**config.mk**
```make
export PLATFORM = sky130hd
export DESIGN_NAME = mk_regs
export DESIGN_NICKNAME = d
export VERILOG_FILES = /design/src/design/mk_pkg.sv /design/src/design/mk_regs.sv
export SDC_FILE = /design/constraint.sdc
export NUM_CORES = 1
export LEC_CHECK = 0
export BUFFER_PORTS_ARGS = -buffer_cell sky130_fd_sc_hd__clkbuf_2
export CORE_ASPECT_RATIO = 0.6
export CORE_MARGIN = 5
export CORE_UTILIZATION = 42
export CTS_CLUSTER_SIZE = 25
export DETAILED_ROUTE_END_ITERATION = 10
export GPL_TIMING_DRIVEN = 0
export PLACE_DENSITY_LB_ADDON = 0.2
export SLEW_MARGIN = 25
export SYNTH_ARGS = -nofsm -noshare
export SYNTH_HDL_FRONTEND = slang
export SYNTH_SLANG_ARGS = --single-unit
```
**constraint.sdc**
```tcl
create_clock -name clk -period 1.4 [get_ports clk]
set_input_delay 0.35 -clock clk [delete_from_list [all_inputs] [get_ports clk]]
set_output_delay 0.35 -clock clk [all_outputs]
set_load 0.005 [all_outputs]
```
**src/design/mk_pkg.sv**
```systemverilog
package mk_pkg;

  localparam int SPEED_WIDTH = 16;
  localparam int FRAC_BITS   = 8;

  localparam int CFG_WIDTH   = 16;
  localparam int ADDR_WIDTH  = 3;
  localparam int APB_WIDTH   = 32;
  localparam int PWM_WIDTH   = 9;
  localparam int PWM_MAG_W   = PWM_WIDTH - 1;
  localparam int LSUM_FRAC   = 12;
  localparam int WZ_SHIFT    = 10;
  localparam int AVG_SHIFT   = 2;
  localparam int NUM_LANES   = 4;

  localparam logic [PWM_MAG_W-1:0] PWM_FULL        = 8'd255;
  localparam logic [CFG_WIDTH-1:0] L_SUM_RESET     = 16'd1229;
  localparam logic [CFG_WIDTH-1:0] MAX_SPEED_RESET = 16'd256;
  localparam logic [CFG_WIDTH-1:0] LIMIT_ONE       = 16'd256;

  localparam logic CMD_FWD = 1'b0;
  localparam logic CMD_INV = 1'b1;

  localparam logic REG_L_SUM     = 1'b0;
  localparam logic REG_MAX_SPEED = 1'b1;

  // wheel order inside an item and lane order
  localparam int WHL_FL = 0;
  localparam int WHL_FR = 1;
  localparam int WHL_RL = 2;
  localparam int WHL_RR = 3;

  // what a lane does for a forward command
  localparam logic [1:0] KIND_DIV  = 2'd0;
  localparam logic [1:0] KIND_SUM  = 2'd1;
  localparam logic [1:0] KIND_NONE = 2'd2;

  localparam logic [1:0] LANE_KIND [NUM_LANES] = '{KIND_DIV, KIND_SUM, KIND_SUM, KIND_NONE};

  // negated wheels per lane in forward mode, bit order fl fr rl rr
  localparam logic [3:0] FWD_NEG [NUM_LANES] = '{4'b0101, 4'b0000, 4'b1001, 4'b0000};

  // inverse mode: sign of vy and of the yaw term for each wheel
  localparam logic [NUM_LANES-1:0] INV_VY_NEG  = 4'b1001;
  localparam logic [NUM_LANES-1:0] INV_ROT_NEG = 4'b0101;

  typedef struct packed {
    logic [CFG_WIDTH-1:0] l_sum;
    logic [CFG_WIDTH-1:0] max_speed;
  } cfg_t;

endpackage

```
**src/design/mk_regs.sv**
```systemverilog
module mk_regs (
  input  logic                            clk,
  input  logic                            rst_n,
  input  logic                            psel,
  input  logic                            penable,
  input  logic                            pwrite,
  input  logic [mk_pkg::ADDR_WIDTH-1:0]   paddr,
  input  logic [mk_pkg::APB_WIDTH-1:0]    pwdata,
  output logic [mk_pkg::APB_WIDTH-1:0]    prdata,
  output logic                            pready,
  output mk_pkg::cfg_t                    cfg_o
);

  logic [mk_pkg::CFG_WIDTH-1:0] l_sum_r;
  logic [mk_pkg::CFG_WIDTH-1:0] max_speed_r;
  logic                         reg_idx;

  assign reg_idx = paddr[mk_pkg::ADDR_WIDTH-1];
  assign pready  = 1'b1;

  always_ff @(posedge clk) begin
    if (!rst_n) begin
      l_sum_r     <= mk_pkg::L_SUM_RESET;
      max_speed_r <= mk_pkg::MAX_SPEED_RESET;
    end else if (psel && penable && pwrite) begin
      unique case (reg_idx)
        mk_pkg::REG_L_SUM:     l_sum_r     <= pwdata[mk_pkg::CFG_WIDTH-1:0];
        mk_pkg::REG_MAX_SPEED: max_speed_r <= pwdata[mk_pkg::CFG_WIDTH-1:0];
        default: ;
      endcase
    end
  end

  always_comb begin
    prdata = '0;
    unique case (reg_idx)
      mk_pkg::REG_L_SUM:     prdata = mk_pkg::APB_WIDTH'(l_sum_r);
      mk_pkg::REG_MAX_SPEED: prdata = mk_pkg::APB_WIDTH'(max_speed_r);
      default:               prdata = '0;
    endcase
  end

  assign cfg_o.l_sum     = l_sum_r;
  assign cfg_o.max_speed = max_speed_r;

endmodule

```
==> results of run 1 <==
where the power goes:
group          switching (mW)  internal, mW
logic                   0.134         0.163
clock network           0.345         0.628
registers              0.0159         0.931
sequential cells by signal, indices dropped and copies added, names as in the netlist:
name / cells
l_sum_r: 16
max_speed_r: 16
routing by layer:
layer  GRT usage, %  part of all wire, %  vias to the layer above
met5              0                    0                        -
met4           6.37                  1.5                        0
met3           5.36                  8.2                        7
met2           22.6                   39                       63
met1           22.7                   51                      645
li1               -                    -                      707
cell families (layout without fill, tap and decap cells):
group	after synthesis	in the layout	synth area share, %
buf+inv	28	106	12.5
other cells	2	17	0.459
flops	32	32	39.1
mux	48	48	30.6
simple gates	59	59	17.4
repair_timing:
item,in CTS,in global routing
setup endpoints to repair,14,16
buffers inserted,2,0
resized for setup,7,2
gates cloned,0,1
area by class of cell:
class                           count  area share (%)
Sequential cell                    32            27.9
Multi-Input combinational cell    124            37.2
Buffer                             27            9.05
Tap cell                           47            2.56
Clock buffer                        7            4.20
Clock inverter                      1            1.31
Timing Repair Buffer               71            17.8
per-stage QoR:
stage | utilization, % | cell area, µm²
finish | 61.6 | 2290
floorplan | - | 1690
CTS | 61.2 | 2280
detailed placement | 56.2 | 2090
global placement | 56.2 | 2090
global route | 61.6 | 2290
Yosys cell counts:
library cell / number / area [µm²]
and4_1: 1 / 8.76
nand4_1: 1 / 6.26
nand4b_2: 1 / 15.0
dfxtp_1: 32 / 641
nand2_1: 41 / 154
buf_2: 3 / 15.0
mux2i_1: 32 / 320
nor2b_1: 14 / 87.6
buf_6: 2 / 22.5
buf_4: 17 / 128
buf_12: 1 / 20.0
mux2_2: 16 / 180
clkbuf_1: 5 / 18.8
and4b_4: 1 / 13.8
conb_1: 2 / 7.51
path summary, 6_finish.rpt:
check / start / endpoint / slack [ps] / depth (start not counted)
setup / recovery: paddr[2] / prdata[11] / 20 / 4
setup reg to reg: l_sum_r[14] / l_sum_r[14] / 730 / 2
hold / removal: pwdata[2] / max_speed_r[2] / 310 / 3
hold reg to reg: max_speed_r[11] / max_speed_r[11] / 480 / 2
worst max-delay path: cells and delay by family:
| kind | cells | cell delay (ps) |
|---|---|---|
| buffers and inverters | 3 | 360 |
| muxes | 1 | 320 |
==> results.txt, run 1 <==
Fin nets: 301
Worst path slowest cell: mux2_2
Initial DRC count: 51
Commonest non-fill, non-tap cell in the layout: clkbuf_2
CTS Sinks: 32
Worst Setup End Kind: primary output
CP required: 1050 ps
Final WS setup: 17.0 ps
Crit share post-route: 98.8%
Crit-path cells: buf_12 -> clkbuf_16 -> mux2_2 -> clkbuf_2
Port bufs: 68
First-pass detailed-route iteration total: 4
Pin count of the biggest net entering global routing: 11
Hold Path Class: in -> reg
Dpl cells: 299
Die width: 90.6 µm
Status: complete, no violations
Final Hold Fails: 0
Wire length per cell: 13.7 µm
Arr. time, crit path: 1030 ps
Longest Clk Path Bufs: 2
Row cnt: 17
DRC viols: 0
Worst slew pin tran: 568 ps
Worst Path Max Fanout: 5
Number of synthesis warnings: 0
Final HPWL DP: 3140 µm
N_diodes: 0
CP max stage delay: 320 ps
H-tree levels: 2
Setup TNS: 0 ps
Fmax achieved: 723 MHz
Via Count: 1422
Share of layout cells above drive strength 1: 45.4%
Synthesized area: 1640 µm²
Clk root buf: clkbuf_8
Reg area: 641 µm²
Hold_ws: 307 ps
Setup CP Type: in -> out
GRT overflow: 0
Syn Inst Count: 169
Core area: 3720 µm²
Most frequent cells in the layout: clkbuf_2, nand2_1, mux2i_1, dfxtp_1, buf_4
Die height: 58.4 µm
CTS tree: built
Fillers: 330
CP Launch Type: primary input
Initial antenna violation count: 0
Pre-CTS setup slack: -345 ps
Multi-input logic area: 853 µm²
Seq/Total Area, Yosys: 39.1%
Via density: 4.60
Final Power: 2.22 mW
Clock Skew: 0 ps
Worst vdd ir: 568 µV
Number of max-cap violations: 0
Final GP Congestion: 0.762
Syn Area/Cell: 9.69 µm²
Wire length of the first global-routing pass: 6680 µm
Slew headroom: 62.1%
Clock Latency Late Sink: 280 ps
#FFs+latches synth: 32
Final ANT Viol Nets: 0
Netlist cell types: 15
IO Pins: 105
Cell leakage power: 1.14 nW
Vias in the first global route: 1395
DRT Wirelength: 4230 µm
Clock-pin slew on the worst setup and hold paths: 70 ps
Power Dens Cells: 966 nW/µm²
Fin crit period: 1380 ps
Final setup fails: 0
Die area: 5290 µm²
Fin cells: 309
Initial core utilization: 44.0%
Total CTS buffers: 5
Layout area overhead: 40.1%
GRT Overall Usage: 16.1%
Hold_buf cts: 0
Fin. max-slew vios: 0
Note: power is estimated with default switching activity, not from simulation.
==> inputs of run 2 (changes only) <==
CELL_PAD_IN_SITES_DETAIL_PLACEMENT = 1   (was default)
CELL_PAD_IN_SITES_GLOBAL_PLACEMENT = 2   (was default)
CORE_UTILIZATION = 23   (was 42)
==> results.txt, run 2 (synthesis results as in run 1) <==
CP max stage delay: 320 ps
IO Pins: 105
Crit share post-route: 98.7%
CP required: 1050 ps
First-pass detailed-route iteration total: 4
RSZ-0062 raised after global routing: true
Die width: 119 µm
DRT Wirelength: 5190 µm
Pin count of the biggest net entering global routing: 11
Cell leakage power: 1.16 nW
Final Hold Fails: 0
Arr. time, crit path: 1030 ps
Worst Path Max Fanout: 5
Final Power: 2.33 mW
Slew headroom: 62.0%
Number of max-cap violations: 0
Fin nets: 303
Initial core utilization: 24.1%
Via Count: 1398
N_diodes: 0
Total CTS buffers: 5
Worst vdd ir: 400 µV
Fmax achieved: 723 MHz
CP Launch Type: primary input
Wire length per cell: 14.8 µm
Status: complete, no violations
Fin crit period: 1380 ps
Final GP Congestion: 0.647
H-tree levels: 2
Commonest non-fill, non-tap cell in the layout: clkbuf_2
Fin. max-slew vios: 0
CTS tree: built
Share of layout cells above drive strength 1: 45.1%
Layout area overhead: 45.4%
GRT overflow: 0
Setup CP Type: in -> out
Initial DRC count: 37
Vias in the first global route: 1479
Pre-CTS setup slack: -383 ps
Power Dens Cells: 978 nW/µm²
Clock Skew: 0 ps
Row cnt: 23
Largest regs: l_sum_r x16, max_speed_r x16
Clock Latency Late Sink: 270 ps
Core area: 6790 µm²
Hold_ws: 320 ps
CTS Sinks: 32
Worst path slowest cell: mux2_2
Port bufs: 68
GRT Overall Usage: 11.6%
Longest Clk Path Bufs: 2
Hold Path Class: in -> reg
Worst slew pin tran: 569 ps
DRC viols: 0
Final ANT Viol Nets: 0
Final core occ: 35.1%
Most frequent cells in the layout: clkbuf_2, nand2_1, mux2i_1, dfxtp_1, buf_4
Clk root buf: clkbuf_16
Worst path buffer plus inverter count: 3
Wire length of the first global-routing pass: 7980 µm
Final HPWL DP: 4020 µm
Clock-pin slew on the worst setup and hold paths: 50 ps
Die height: 75.4 µm
Final setup fails: 0
Final WS setup: 17.5 ps
Worst Setup End Kind: primary output
Crit path max-delay family: buffers and inverters
Hold_buf cts: 0
Die area: 8960 µm²
Initial antenna violation count: 0
Crit-path cells: buf_12 -> clkbuf_16 -> mux2_2 -> clkbuf_2
Via density: 3.98
==> run 2: changes by cell type in the layout (fill, tap and decap cells not counted), sizes merged <==
| cell | change |
|---|---|
| buf | +1 |
| bufinv | -1 |
| clkbuf | +2 |
==> run 2: worst paths after layout <==
path         slack (ps)        endpoint  cells after the start      startpoint
max                  20      prdata[10]                      4        paddr[2]
min                 320  max_speed_r[2]                      3       pwdata[2]
max reg2reg         730     l_sum_r[12]                      2     l_sum_r[12]
min reg2reg         480  max_speed_r[9]                      2  max_speed_r[9]
==> run 2: area by class of cell <==
class	instances	area, µm²
Sequential cell	32	641
Fill cell	792	4410
Tap cell	87	109
Clock buffer	8	146
Buffer	27	208
Timing Repair Buffer	73	428
Multi-Input combinational cell	124	850
==> run 2: metal layers <==
metal | GRT usage (%) | part of all wire, % | vias up
met5 | 0 | 0 | -
met4 | 1.93 | 0 | 0
met3 | 4.38 | 7.0 | 0
met2 | 16.2 | 37 | 52
met1 | 17.2 | 56 | 631
li1 | - | - | 715
==> run 2: per-stage QoR <==
stage               area [µm²]  instances  setup TNS (ps)
finish                    2380        351               0
global route              2380        351           -3.65
CTS                       2340        350           -1480
detailed placement        2140        339           -3860
global placement          2140        339           -3780
floorplan                 1690        184               0
==> run 2: worst reg2reg max path, stage by stage (launching register included) <==
cell     delay (ps)
dfxtp_1         370
nand2_1          70
mux2i_1         160
==> run 2: power by group <==
part           switching [mW]  total (mW)  internal, mW
combinational           0.140       0.307         0.167
sequential             0.0165       0.949         0.933
clock                   0.364        1.07         0.708
==> run 2: timing repair <==
action	CTS	global route
hold endpoints to repair	0	0
gates cloned	0	2
setup buffers	3	0
endpoints found under the setup margin	16	16
gates resized for setup	6	2
==> inputs of run 3 (changes only) <==
PLACE_DENSITY_LB_ADDON = 0.1   (was 0.2)
==> results.txt, run 3 (synthesis results as in run 1) <==
Status: complete, no violations
Final GP Congestion: 0.600
Final HPWL DP: 3940 µm
Worst path slowest cell: mux2_2
Arr. time, crit path: 1050 ps
Total CTS buffers: 5
Fin area: 2410 µm²
Crit path max-delay family: buffers and inverters
GRT Overall Usage: 11.6%
Longest Clk Path Bufs: 2
Fin nets: 303
Via Count: 1406
N_diodes: 0
Worst R2R End: l_sum_r[14]
Fin crit period: 1400 ps
Fin. max-slew vios: 0
Die area: 8960 µm²
H-tree levels: 2
Worst Setup End Kind: primary output
Final Hold Fails: 0
RSZ-0062 raised after global routing: true
Pin count of the biggest net entering global routing: 11
Core area: 6790 µm²
CP Launch Type: primary input
Vias in the first global route: 1459
Clock Latency Late Sink: 270 ps
Worst R2R Path Depth: 2
R2r setup slk: 740 ps
Die height: 75.4 µm
Post-DP Area: 2140 µm²
Worst vdd ir: 365 µV
Wire length of the first global-routing pass: 7920 µm
GRT overflow: 0
Wire length per cell: 14.6 µm
Commonest non-fill, non-tap cell in the layout: clkbuf_2
Die width: 119 µm
Hold_ws: 321 ps
Start point of the worst min-delay path: pwdata[2]
Layout area overhead: 47.1%
RR Startpoint: l_sum_r[14]
Share of layout cells above drive strength 1: 45.6%
Met3 Usage GRT: 4.67%
IO Pins: 105
Row cnt: 23
Power Dens Cells: 991 nW/µm²
Stages on worst setup path: 4
Worst Path Max Fanout: 8
Most frequent cells in the layout: clkbuf_2, nand2_1, mux2i_1, dfxtp_1, buf_4
GR Layer Usage met2: 15.5%
Number of max-cap violations: 0
Final ANT Viol Nets: 0
Setup CP Type: in -> out
Clock Skew: 0 ps
Hold EP: max_speed_r[2]
Initial antenna violation count: 0
Reg area: 641 µm²
Crit share post-route: 99.7%
Clock-pin slew on the worst setup and hold paths: 50 ps
Crit-path cells: buf_12 -> clkbuf_16 -> mux2_2 -> clkbuf_2
Worst slew pin tran: 559 ps
Met1 Use GR: 16.7%
CTS tree: built
Multi-input logic area: 872 µm²
Final setup fails: 0
CTS Sinks: 32
Port bufs: 68
First-pass detailed-route iteration total: 4
DRT Wirelength: 5110 µm
CP max stage delay: 320 ps
Largest regs: l_sum_r x16, max_speed_r x16
Slew headroom: 62.7%
Hold Path Class: in -> reg
Grt peak-use layer: met1
Cell leakage power: 1.18 nW
Initial core utilization: 24.1%
Fmax achieved: 716 MHz
CP required: 1050 ps
Hold_buf cts: 0
Hold path depth: 3
Worst path buffer plus inverter count: 3
Initial DRC count: 19
DRC viols: 0
Clk root buf: clkbuf_16
Via density: 4.02
Fillers: 810
-- run 3: changes by cell type in the layout (fill, tap and decap cells not counted), sizes merged --
| cell | before | now |
|---|---|---|
| clkbuf | 82 | 78 |
| buf | 26 | 29 |
-- run 3: layout make-up --
| type | instances | area share [%] |
|---|---|---|
| well taps | 87 | 4.52 |
| repair buffers | 73 | 17.7 |
| flip-flops and latches | 32 | 26.6 |
| clock buffers | 7 | 6.34 |
| plain buffers | 27 | 8.62 |
| multi-input cells | 124 | 36.2 |
-- run 3: how the worst max path moves through the flow --
stage              from          to  slack (ps)
2_1_floorplan  paddr[2]  prdata[10]          30
3_3_place_gp   paddr[2]  prdata[10]        -380
3_5_place_dp   paddr[2]   prdata[5]        -380
4_1_cts        paddr[2]   prdata[5]        -120
5_1_grt        paddr[2]   prdata[4]         -30
6_report       paddr[2]   prdata[4]           4
-- run 3: worst reg2reg max path: cells and delay by family (launching register included) --
kind	cells	cell delay (ps)
flops	1	370
mux	1	150
simple gates	1	60
-- run 3: metrics by stage --
| step | worst slack, ps | total power, mW | cells | TNS, ps | util [%] |
|---|---|---|---|---|---|
| 5_1_grt | -26.3 | 2.50 | 350 | -128 | 35.5 |
| 3_5_place_dp | -378 | 1.25 | 339 | -3880 | 31.6 |
| 6_report | 3.85 | 2.39 | 350 | 0 | 35.5 |
| 4_1_cts | -117 | 2.40 | 350 | -1460 | 34.8 |
| 3_3_place_gp | -385 | 1.25 | 339 | -3910 | 31.6 |
| 2_1_floorplan | 33.8 | 1.13 | 184 | 0 | - |
-- run 3: power by group --
part / internal (mW) / leakage [nW] / switching, mW / total, mW
logic: 0.169 / 0.847 / 0.142 / 0.312
clock network: 0.745 / 0.0760 / 0.381 / 1.13
registers: 0.932 / 0.259 / 0.0167 / 0.949
-- run 3: per-layer routing --
| layer | share of wire (%) | vias to the layer above |
|---|---|---|
| met3 | 8.6 | 2 |
| met1 | 54 | 631 |
| met5 | 0 | - |
| met2 | 36 | 59 |
| li1 | - | 714 |
| met4 | 0.78 | 0 |
-- run 3: timing repair --
item,CTS,global route
cloned,0,1
endpoints found under the setup margin,16,15
resized for setup,9,10
setup buffers,4,0
